### src/rtl/bte_ram.sv
// ----------------------------------------------------------------------------
// Generic single-port-write RAM
// One write port and one read port, read data registered.
// ----------------------------------------------------------------------------
`default_nettype none

module bte_ram #(
  parameter int WIDTH = 8,
  parameter int DEPTH = 16
) (
  input  wire logic                     clk,
  input  wire logic                     we,
  input  wire logic [$clog2(DEPTH)-1:0] waddr,
  input  wire logic [WIDTH-1:0]         wdata,
  input  wire logic                     re,
  input  wire logic [$clog2(DEPTH)-1:0] raddr,
  output logic      [WIDTH-1:0]         rdata
);

  logic [WIDTH-1:0] mem [DEPTH];

  always_ff @(posedge clk) begin
    if (we) begin
      mem[waddr] <= wdata;
    end
    if (re) begin
      rdata <= mem[raddr];
    end
  end

endmodule

`default_nettype wire

### config.mk
export PLATFORM = sky130hd
export DESIGN_NAME = bte_ram
export DESIGN_NICKNAME = d
export VERILOG_FILES = /design/src/rtl/bte_ram.sv
export SDC_FILE = /design/constraint.sdc
export NUM_CORES = 1
export LEC_CHECK = 0
export BUFFER_PORTS_ARGS = -buffer_cell sky130_fd_sc_hd__buf_2
export CORE_MARGIN = 4
export CORE_UTILIZATION = 50
export DETAILED_ROUTE_END_ITERATION = 16
export GPL_TIMING_DRIVEN = 0
export HOLD_SLACK_MARGIN = 0.03
export PLACE_DENSITY = 0.67
export SYNTH_ARGS = -nofsm -noshare
export SYNTH_HDL_FRONTEND = slang
export SYNTH_SLANG_ARGS = --single-unit
export TNS_END_PERCENT = 50
### constraint.sdc
create_clock -name clk -period 2.26 [get_ports clk]
set_input_delay 0.113 -clock clk [delete_from_list [all_inputs] [get_ports clk]]
set_output_delay 0.113 -clock clk [all_outputs]
set_load 0.005 [all_outputs]
* Word-level counts from Yosys, hierarchy flattened *
Memories as Yosys holds them, arrays and structs flattened. A register that Yosys moved wholly into a read port is not among the register bits.
Cells that the tools add are included.

word-level totals
  register bits after elaboration = 0
  memory bits (writable) = 128
  bits of input ports = 19
  output and inout bits = 8
  logic and storage cells = 3
  memories = 1

operators by class
  mux-type cells = 2

memory list
  name  depth  bits a word  rd ports  clocked after memory_dff  write ports  line  source
  mem   16     8            1         1                         1            20    logic [WIDTH-1:0] mem [DEPTH];

operator list
  kind               number
  1-bit two-way mux  2

* Logic depth before layout (Yosys ltp) *
Gate-level depths: netlist of run 1.

  word-level depth = 2
  gate-level depth with buffers = 5
  gate-level depth less buffers = 3

* Least setup slack after synthesis of run 1 *
No wires, ideal clock.

  kind = input to register
  from = input port waddr[2]
  to = memory mem[0][0], enable pin
  library setup time = 0.383 ns
  arrival time = 1.223 ns
  data required time = 1.877 ns
  path slack = 0.654 ns
  stages on the path = 2
  path buffers = 0
  cells stage by stage = or3b_2 nor3_1

RTL lines
  item                line  source
  start: declaration  13    input wire logic [$clog2(DEPTH)-1:0] waddr,
  end: declaration    20

Straight into the memory's write port.

* Final worst setup path of run 1 *
  from = input port waddr[2]
  to = memory mem[0][1], enable pin

Straight into the memory's write port.

==> results of run 1 <==
[final cells by class]
cell class	instances	share of cell area
buffer	10	0.0138
clock buffer	17	0.0661
clock inverter	15	0.0370
multi-input combinational	83	0.169
sequential	136	0.652
tap	136	0.0272
timing repair buffer	35	0.0352
[Yosys cell counts]
cell	count	share of area
nand2_1	9	0.0065
clkdlybuf4s25_2	3	0.0057
or3b_2	1	0.0017
mux4_2	18	0.078
a22oi_1	16	0.023
buf_2	3	0.0029
nand3_1	1	0.00096
nor3_1	4	0.0038
nand2b_1	2	0.0024
edfxtp_1	136	0.78
nand3b_1	2	0.0029
buf_4	1	0.0014
nor2_1	13	0.0093
nor2b_1	1	0.0012
and2_1	1	0.0012
mux4_1	14	0.070
buf_6	3	0.0065
and2b_1	1	0.0014
[worst max path at each step]
stage,from,end,slack (ns),depth (start not counted)
6_report,waddr[2],mem[0][1]$_DFFE_PP_,0.68,3
3_5_place_dp,waddr[2],mem[0][1]$_DFFE_PP_,0.06,3
3_3_place_gp,waddr[2],mem[0][0]$_DFFE_PP_,0.1,3
4_1_cts,waddr[2],mem[0][1]$_DFFE_PP_,0.60,3
2_1_floorplan,waddr[2],mem[0][0]$_DFFE_PP_,0.65,2
5_1_grt,waddr[2],mem[0][4]$_DFFE_PP_,0.54,3
[routing by layer]
| metal | routed length (um) | vias up |
|---|---|---|
| met5 | 0 | - |
| met1 | 4240 | 1246 |
| li1 | - | 1089 |
| met2 | 4690 | 87 |
| met4 | 195 | 0 |
| met3 | 561 | 15 |
[registers in the layout (all words and copies together) (netlist names)]
name and cells:
mem 128, rdata 8
[logic make-up after synthesis]
kind of cell           Yosys count
DFF                            136
AOI/OAI and AO/OA               16
muxes                           32
buffers and inverters           10
and+or+nand+nor                 35
[power groups by stage]
stage	combinational [uW]	clock [uW]	sequential (uW)
floorplan	143	0	2910
global placement	259	0	2900
detailed placement	264	0	2910
CTS	278	3000	2860
global route	299	3150	2860
finish	274	2970	2850
[per-stage QoR]
step | hold WS (ns) | power [uW] | util | cell area (um2) | setup WS (ns)
6_report | 0.0919 | 6100 | 0.612 | 6260 | 0.676
3_5_place_dp | 0.452 | 3170 | 0.540 | 5520 | 0.0585
4_1_cts | 0.149 | 6130 | 0.612 | 6260 | 0.601
5_1_grt | 0.0723 | 6310 | 0.612 | 6260 | 0.538
2_1_floorplan | 0.212 | 3050 | - | 5230 | 0.654
3_3_place_gp | 0.448 | 3160 | 0.540 | 5520 | 0.0968
==> qor.csv, run 1 <==
stage;metric;value;unit
sta;skew;0.00307;ns
worst_setup_path;slowest_delay;0.95;ns
worst_setup_path;required;2.39;ns
worst_setup_path;rr_worst_depth;3;
cells_and_area;multiInputGateArea;1060;um2
yosys;ys_warn_count;0;
yosys;synth_top_family_by_area;multiplexers;
hold_path;min_to;mem[8][1]$_DFFE_PP_;
place;dpl.cell_count;390;
power_and_ir_drop;ir_drop;0.500;mV
worst_setup_path;r2r_start;mem[6][0]$_DFFE_PP_;
power_and_ir_drop;switchingPower;1140;uW
power_and_ir_drop;power_frac_clock;0.487;
cts;cts_resized;0;
cts;clock_path_buffers;2;
yosys;syn_inst;229;
cells_and_area;register_area;4080;um2
worst_setup_path;reg2reg_to;rdata[0]$_DFFE_PP_;
flow_run;maxCapViolations;0;
grt;grt-busiest-layer;met2;
worst_setup_path;slowest_stage;nor3_1;
sta;worst-slew-pin-transition;1.23;ns
place;port_buffers;25;
worst_setup_path;worst-path-max-fanout;8;
hold_path;hold_path.class;in -> reg;
yosys;synth_nets;248;
cts;cts_max_level;4;
grt;grt_pass1_vias;2491;
place;detailed_place_hpwl;6020;um
cts;ctsRootBufferMaster;clkbuf_8;
worst_setup_path;cp-start-kind;input pin;
cts;cts.sinks;136;
drt;antenna_left;0;
drt;firstDrtPassIters;4;
power_and_ir_drop;pwr-share-comb;0.045;
grt;grt_max_degree;17;
yosys;synth_compound_area_frac;0.0230;
outcome;status;finished, final reports clean;
sta;min_period;1.58;ns
cts;clk_latency;0.52;ns
floorplan;core;10200;um2
yosys;synth-simple-area-share;0.0314;
drt;vias;2437;
grt;gr-usage-met3;0.0559;
sta;rsz0062_at_grt;false;
grt;met2_usage;0.268;
floorplan;die_h;110;um
hold_path;worstHoldPathCells;2;
yosys;synthAdderAreaFrac;0;
cts;post-cts-setup-buffer-count;0;
cells_and_area;syn2layout_area_growth;19.8;%
cells_and_area;fin_nets;302;
yosys;avgSynthCellArea;22.8;um2
yosys;ys_ff_latch;136;
sta;fin_crit_sh;0.701;
grt;grt_first_pass_wirelength;14800;um
cts;cts_tree;yes;
sta;hold_viol;0;
floorplan;initial_core_util;0.511;
cells_and_area;final_cell_mix;136 x edfxtp_1, 29 x buf_2, 18 x mux4_2, 16 x a22oi_1, 16 x clkbuf_16;
cts;clk_pin_slew;0.06;ns
power_and_ir_drop;pwr-share-seq;0.468;
floorplan;io_pins;27;
sta;finalMaxSlewViolations;0;
drt;drt-wirelength-per-cell;22.4;um
worst_setup_path;r2r_setup_slack;0.71;ns
drt;viasPerCell;5.64;
drt;drt_iter0_markers;168;
cts;hold_buffers;9;
worst_setup_path;path_class;in -> reg;
power_and_ir_drop;power.leakage;0.00211;uW
hold_path;min_from;waddr[0];
sta;max_slew_margin;0.176;
yosys;yosysUniqueCellTypes;18;
drt;totalWireLength;9690;um
worst_setup_path;critPathCaptureType;flop;
power_and_ir_drop;power_density;974;nW/um2
yosys;yosys.area_share.xor_xnor;0;
cells_and_area;drive_above_1_share;0.287;
floorplan;rows;37;
cts;cts-buffers-inserted;17;
grt;met1_usage;0.252;
worst_setup_path;crit_family;simple AND/OR/NAND/NOR gates;
worst_setup_path;path_cells;buf_2 -> or3b_2 -> nor3_1;
sta;totalNegativeSetupSlack;0;ns
drt;drc;0;
worst_setup_path;path_buf_inv;1;
worst_setup_path;cp.arrival;1.71;ns
cells_and_area;n_antenna_cell;0;
grt;track_usage;0.181;
floorplan;die_width;110;um
yosys;ys_seq_area_frac;0.781;
sta;setup_viol;0;
cells_and_area;fillers;699;
place;gp_congestion;0.770;
grt;grt-ovfl-total;0;
cells_and_area;fin_cells;432;
cells_and_area;final_common_cell;edfxtp_1;
yosys;synth_mux_area_frac;0.148;
grt;grt_antenna_before_repair;0;
yosys;netlist_area;5230;um2
power_and_ir_drop;p_sw_frac;0.187;
power_and_ir_drop;internal_power;4960;uW
floorplan;dieArea;12200;um2
sta;max_freq;0.631;GHz
Note: power is estimated with default switching activity, not from simulation.
==> run 2: changes to the inputs <==
--- a/config.mk
+++ b/config.mk
@@ -5,6 +5,7 @@
 export SDC_FILE = /design/constraint.sdc
 export NUM_CORES = 1
 export LEC_CHECK = 0
+export ABC_AREA = 1
 export BUFFER_PORTS_ARGS = -buffer_cell sky130_fd_sc_hd__buf_2
 export CORE_MARGIN = 4
 export CORE_UTILIZATION = 50
==> constraint.sdc (replaced) <==
create_clock -name clk -period 1.6 [get_ports clk]
set_input_delay 0.08 -clock clk [delete_from_list [all_inputs] [get_ports clk]]
set_output_delay 0.08 -clock clk [all_outputs]
set_load 0.005 [all_outputs]
==> run 2 against run 1 <==
Total power grew 47%. Cell area grew 9.0%. Sequential share of layout area shrank 5.4 points. Clock skew grew 0.0040 ns. Die area grew 11%. Clock-buffer cell count is the same. Routed wire length grew 47%. Via count grew 65%. Global-route usage grew 4.6 points. Setup slack lost 0.26 ns.
==> qor.csv, run 2 <==
stage;metric;value;unit;change
outcome;status;finished, final reports clean;;
place;gp_congestion;0.944;;+23%
worst_setup_path;slowest_stage;nor2_1;;
yosys;synth_ff_type;edfxtp_1;;
cells_and_area;final_common_cell;nand2_1;;
drt;wl_met2;6670;um;+42%
grt;track_usage;0.227;;+0.0458
worst_setup_path;cp.arrival;1.23;ns;-0.48 ns
sta;setup_slack;0.413;ns;-0.263 ns
sta;setup_viol;0;;unchanged
yosys;netlist_area;5850;um2;+12%
worst_setup_path;critPathCaptureType;flop;;
sta;hold-worst-slack;0.0679;ns;-0.0240 ns
drt;viasPerCell;5.37;;-4.8%
yosys;yosysUniqueCellTypes;11;;-7
drt;drc;0;;unchanged
grt;grt_max_degree;17;;unchanged
drt;wl_met3;1150;um;+110%
hold_path;worstHoldPathCells;1;;-1
sta;hold_viol;0;;unchanged
grt;grt_first_pass_wirelength;21800;um;+47%
sta;fin_crit_sh;0.742;;
yosys;synth_nets;570;;+130%
cells_and_area;largest-register;mem;;
yosys;avgSynthCellArea;10.6;um2;-54%
sta;rsz0062_at_grt;false;;
worst_setup_path;rr_worst_depth;6;;+3
place;preCtsSetupSlack;-0.0473;ns;-0.106 ns
worst_setup_path;path_buf_inv;1;;unchanged
cts;clock_path_buffers;2;;unchanged
yosys;synth_top_area_cell;edfxtp_1;;
yosys;async_flop_share;0;;unchanged
drt;firstDrtPassIters;4;;unchanged
cts;cts.sinks;136;;unchanged
floorplan;initial_core_util;0.512;;+0.00111
cts;ctsRootBufferMaster;clkbuf_16;;
sta;totalNegativeSetupSlack;0;ns;unchanged
cells_and_area;fillers;918;;+31%
yosys;synth_top_area_share;0.698;;-0.0828
worst_setup_path;path_cells;buf_2 -> nand3b_1 -> nor2_1;;
drt;vias;4027;;+65%
cells_and_area;reg_top3;mem: 128 flops, rdata: 8 flops;;
yosys;synth_edf_count;136;;unchanged
worst_setup_path;slowest_delay;0.79;ns;-0.16 ns
worst_setup_path;worst-path-max-fanout;8;;unchanged
floorplan;io_pins;27;;unchanged
cts;cts_max_level;4;;unchanged
drt;antenna_left;0;;unchanged
yosys;ys_warn_count;0;;unchanged
yosys;ys_ff_latch;136;;unchanged
floorplan;dieArea;13500;um2;+11%
floorplan;core;11400;um2;+12%
cells_and_area;drive_above_1_share;0.132;;-0.155
worst_setup_path;cp-start-kind;input pin;;
sta;finalMaxSlewViolations;0;;unchanged
cells_and_area;n_antenna_cell;0;;unchanged
floorplan;die_h;116;um;+5.3%
sta;min_period;1.19;ns;
hold_path;hold_path.class;in -> reg;;
yosys;synthTopCellsByCount;173 x nand2_1, 136 x edfxtp_1, 100 x inv_1;;
flow_run;maxCapViolations;0;;unchanged
drt;top_layer;met4;;
worst_setup_path;cp.depth;3;;unchanged
place;detailed_place_hpwl;9140;um;+52%
power_and_ir_drop;ir_drop;0.865;mV;+73%
sta;skew;0.00707;ns;+0.00399 ns
worst_setup_path;required;1.64;ns;-0.75 ns
cts;cts_resized;0;;unchanged
drt;met1Wirelength;5920;um;+40%
floorplan;die_width;116;um;+5.3%
worst_setup_path;crit_family;simple AND/OR/NAND/NOR gates;;
cells_and_area;fin_nets;613;;+100%
grt;grt_pass1_vias;4042;;+62%
yosys;yosysMostFrequentCell;nand2_1;;
drt;drt-wirelength-per-cell;18.9;um;-16%
yosys;ys_seq_area_frac;0.698;;-0.0828
power_and_ir_drop;power.leakage;0.00295;uW;+40%
sta;max_freq;0.842;GHz;
cts;clk_pin_slew;0.06;ns;about the same
place;port_buffers;23;;-8.0%
grt;grt_antenna_before_repair;0;;unchanged
cells_and_area;syn2layout_area_growth;16.7;%;
yosys;syn_inst;551;;+140%
grt;grt-ovfl-total;0;;unchanged
cells_and_area;final_cell_mix;173 x nand2_1, 136 x edfxtp_1, 100 x inv_1, 97 x nand3_1, 36 x buf_2;;
sta;max_slew_margin;0.344;;+0.169
worst_setup_path;path_class;in -> reg;;
power_and_ir_drop;power_density;1320;nW/um2;+35%
drt;totalWireLength;14200;um;+47%
sta;worst-slew-pin-transition;0.980;ns;-0.247 ns
cts;clk_latency;0.42;ns;-0.10 ns
drt;drt_iter0_markers;379;;+130%
cells_and_area;largest_reg_flops;128;;unchanged
cells_and_area;final_util;0.598;;-0.0145
cts;cts-buffers-inserted;17;;unchanged
floorplan;rows;39;;+5.4%
yosys;synth_area_leaders;edfxtp_1 70%, nand2_1 11%, nand3_1 8.3%;;
cts;cts_tree;yes;;
## run 2: cell count changes after synthesis, sizes merged, moves of 2 or more
cell,delta
inv,+102
nor3,-4
a22oi,-16
buf,+17
clkdlybuf4s25,-3
nor2,+4
nand2b,-2
mux4,-32
nand3,+96
nand2,+164
## run 2: what timing repair did
action	in CTS	in global routing
hold buffers	1	0
hold endpoints to repair	8	0
buffers inserted	0	0
## run 2: path summary, 6_finish.rpt
path / slack (ns) / to / from
max: 0.41 / mem[8][0]$_DFFE_PP_ / waddr[2]
min: 0.07 / mem[8][2]$_DFFE_PP_ / wdata[2]
max reg2reg: 0.43 / rdata[3]$_DFFE_PP_ / mem[0][3]$_DFFE_PP_
min reg2reg: 0.79 / rdata[5]$_DFFE_PP_ / mem[6][5]$_DFFE_PP_
## run 2: stage by stage
stage	power, uW	std cells	cell area, um2
after floorplan	4390	551	5850
after global placement	4600	717	6140
after detailed placement	4620	717	6140
after CTS	9020	750	6830
after global routing	9250	750	6830
final	8990	750	6830
## run 2: power by group
group | total (uW) | switching, uW | internal, uW | leakage, uW
clock network | 4430 | 1500 | 2930 | 0.000324
registers | 4030 | 18.1 | 4010 | 0.00124
logic | 522 | 371 | 151 | 0.00139
## run 2: kinds of logic after synthesis
family / after synthesis / share of synthesized area
buffers and inverters: 126 / 0.0939
DFF: 136 / 0.698
and+or+nand+nor: 289 / 0.208
## run 2: metal layers
layer	global-route usage	vias to the layer above
li1	-	1866
met3	0.0446	36
met4	0.118	0
met1	0.305	1962
met5	0	-
met2	0.354	163
## run 2: layout make-up
type / count / area (um2) / area share
sequential: 136 / 4080 / 0.598
multi-input combinational: 289 / 1210 / 0.178
clock buffer: 17 / 425 / 0.0623
inverter: 102 / 383 / 0.0561
clock inverter: 15 / 249 / 0.0365
tap: 143 / 179 / 0.0262
buffer: 24 / 166 / 0.0244
timing repair buffer: 24 / 125 / 0.0183
==> run 3: changes to the inputs <==
--- a/config.mk
+++ b/config.mk
@@ -5,7 +5,7 @@
 export SDC_FILE = /design/constraint.sdc
 export NUM_CORES = 1
 export LEC_CHECK = 0
-export ABC_AREA = 1
+export ABC_AREA = 0
 export BUFFER_PORTS_ARGS = -buffer_cell sky130_fd_sc_hd__buf_2
 export CORE_MARGIN = 4
 export CORE_UTILIZATION = 50
==> constraint.sdc (replaced) <==
create_clock -name clk -period 1.15 [get_ports clk]
set_input_delay 0.0575 -clock clk [delete_from_list [all_inputs] [get_ports clk]]
set_output_delay 0.0575 -clock clk [all_outputs]
set_load 0.005 [all_outputs]
==> run 3 against run 2 <==
The flow now finishes with violations (setup timing). Via count down 39%. Largest power group is now registers. Sequential share of layout area up 5.8 points. Global-route usage decreased by 4.8 points. Cell count down 42%. Flip-flop and latch count unchanged. Utilization is 1.1 points higher. Routed wire length is 31% lower. Hold slack got worse by 0.0088 ns. Cell area fell by 8.8%. Critical path type is now reg -> reg. Clock-buffer cell count rose by 1.
==> qor.csv, run 3 (synthesized netlist as in run 1, its figures left out) <==
stage;metric;value;unit;change
cts;ctsRootBufferMaster;clkbuf_8;;
cells_and_area;fillers;689;;-25%
floorplan;core;10200;um2;-10%
drt;vias;2451;;-39%
power_and_ir_drop;power_frac_clock;0.444;;-0.049
cells_and_area;largest_reg_flops;128;;unchanged
hold_path;worstHoldPathCells;2;;+1
power_and_ir_drop;switchingPower;2270;uW;+20%
place;gp_congestion;0.768;;-19%
cells_and_area;final_common_cell;edfxtp_1;;
drt;firstDrtPassIters;5;;+1
sta;setup_slack;-0.323;ns;-0.736 ns
sta;fin_crit_sh;1.28;;
worst_setup_path;r2r_setup_slack;-0.32;ns;-0.75 ns
cts;cts_max_level;4;;unchanged
worst_setup_path;required;1.41;ns;-0.23 ns
cells_and_area;reg_top3;mem: 128 flops, rdata: 8 flops;;
floorplan;dieArea;12200;um2;-9.9%
grt;grt_first_pass_wirelength;14600;um;-33%
cts;cts.sinks;136;;unchanged
sta;rsz0062_at_grt;true;;
power_and_ir_drop;ir_drop;1.05;mV;+22%
cells_and_area;largest-register;mem;;
cells_and_area;final_cell_mix;136 x edfxtp_1, 32 x mux4_2, 28 x buf_2, 16 x clkbuf_16, 12 x a22oi_1;;
sta;max_freq;0.679;GHz;
drt;drt-wirelength-per-cell;22.7;um;+20%
cts;clk_pin_slew;0.06;ns;about the same
worst_setup_path;worst-path-max-fanout;1;;-7
outcome;status;complete, but fails checks;;
sta;worst-slew-pin-transition;0.787;ns;-0.192 ns
worst_setup_path;cp-start-kind;flop;;
worst_setup_path;rr_worst_depth;3;;-3
floorplan;initial_core_util;0.511;;-0.00111
floorplan;die_h;110;um;-5.1%
outcome;violations;setup timing;;
worst_setup_path;cp.arrival;1.73;ns;+0.50 ns
drt;antenna_left;0;;unchanged
grt;grt-busiest-layer;met2;;
drt;drc;0;;unchanged
cts;cts-buffers-inserted;17;;unchanged
sta;finalMaxSlewViolations;0;;unchanged
grt;gr-usage-met3;0.0577;;+0.0131
hold_path;hold_path.class;in -> reg;;
cells_and_area;register_area;4080;um2;unchanged
cells_and_area;fin_nets;303;;-51%
cts;clk_latency;0.51;ns;+0.09 ns
worst_setup_path;critPathCaptureType;flop;;
sta;setup_viol;8;;+8
grt;met1_usage;0.252;;-0.0523
worst_setup_path;r2r_start;mem[3][7]$_DFFE_PP_;;
cts;post-cts-setup-buffer-count;0;;unchanged
floorplan;io_pins;27;;unchanged
power_and_ir_drop;pwr-share-comb;0.053;;-0.005
power_and_ir_drop;pwr-share-seq;0.502;;+0.053
grt;grt_max_degree;17;;unchanged
floorplan;rows;37;;-5.1%
drt;viasPerCell;5.66;;+5.4%
power_and_ir_drop;power_density;1790;nW/um2;+36%
grt;track_usage;0.179;;-0.0475
place;preCtsSetupSlack;-0.721;ns;-0.674 ns
cells_and_area;finalInstanceArea;6220;um2;-8.8%
cells_and_area;n_antenna_cell;0;;unchanged
power_and_ir_drop;internal_power;8900;uW;+25%
sta;max_slew_margin;0.473;;+0.129
grt;grt-ovfl-total;0;;unchanged
floorplan;die_width;110;um;-5.1%
worst_setup_path;path_class;reg -> reg;;
cells_and_area;multiInputGateArea;1060;um2;-13%
grt;met2_usage;0.266;;-0.0888
sta;min_period;1.47;ns;
cts;cts_tree;yes;;
sta;hold_viol;0;;unchanged
power_and_ir_drop;power.leakage;0.00203;uW;-31%
cells_and_area;drive_above_1_share;0.357;;+0.225
worst_setup_path;reg2reg_to;rdata[7]$_DFFE_PP_;;
flow_run;maxCapViolations;0;;unchanged
grt;grt_pass1_vias;2446;;-39%
place;detailed_place_hpwl;6120;um;-33%
place;placed_area;5530;um2;-10%
sta;skew;0.00591;ns;-0.00116 ns
place;port_buffers;25;;+8.7%
grt;grt_antenna_before_repair;0;;unchanged
cells_and_area;syn2layout_area_growth;19.1;%;
cts;clock_path_buffers;2;;unchanged
worst_setup_path;crit_path_end;rdata[7]$_DFFE_PP_;;
power_and_ir_drop;p_sw_frac;0.203;;-0.00732
drt;totalWireLength;9820;um;-31%
worst_setup_path;cp-startpoint;mem[3][7]$_DFFE_PP_;;
drt;drt_iter0_markers;157;;-59%
## run 3: final cells by class
class / count / area share
sequential: 136 / 0.656
clock buffer: 18 / 0.0671
tap: 136 / 0.0273
multi-input combinational: 83 / 0.170
buffer: 10 / 0.0193
clock inverter: 14 / 0.0215
timing repair buffer: 36 / 0.0382
## run 3: worst max-delay path, cell delays in order, from the launching register on
cell,delay [ns]
edfxtp_1,0.37
mux4_2,0.48
a22oi_2,0.25
nand2_1,0.11
## run 3: routing by layer
layer	part of all wire	up-vias
met4	0.013	0
met1	0.41	1264
met3	0.076	7
met2	0.50	103
li1	-	1077
met5	0	-
## run 3: stage by stage
stage / TNS, ns / total power [uW] / utilization / hold slack, ns / std cells
finish: -2.28 / 11200 / 0.608 / 0.0590 / 433
global route: -2.59 / 11500 / 0.608 / 0.0538 / 433
CTS: -2.42 / 11200 / 0.608 / 0.0284 / 433
detailed placement: -48.93 / 6270 / 0.540 / 0.405 / 390
global placement: -47.07 / 6240 / 0.540 / 0.393 / 390
floorplan: -2.79 / 6020 / - / 0.156 / 229
## run 3: worst min path at each step
stage / start / end / slack (ns)
floorplan: wdata[0] / mem[0][0]$_DFFE_PP_ / 0.16
global placement: re / rdata[0]$_DFFE_PP_ / 0.39
detailed placement: re / rdata[0]$_DFFE_PP_ / 0.40
CTS: waddr[1] / mem[4][4]$_DFFE_PP_ / 0.03
global route: waddr[0] / mem[12][3]$_DFFE_PP_ / 0.05
finish: waddr[1] / mem[12][3]$_DFFE_PP_ / 0.06
## run 3: power by group through the flow
stage                     registers, uW  logic [uW]  clock network, uW
after floorplan                    5710         312                  0
after global placement             5710         540                  0
after detailed placement           5710         554                  0
after CTS                          5610         596               5020
after global routing               5620         642               5260
final                              5610         595               4960
## run 3: repair_timing
item / 4_1_cts / 5_1_grt
endpoints found under the hold margin: 144 / 0
resized for setup: 6 / 2
endpoints found under the setup margin: 32 / 16
cloned: 0 / 0
hold buffers: 11 / 0
pin swaps: 0 / 1
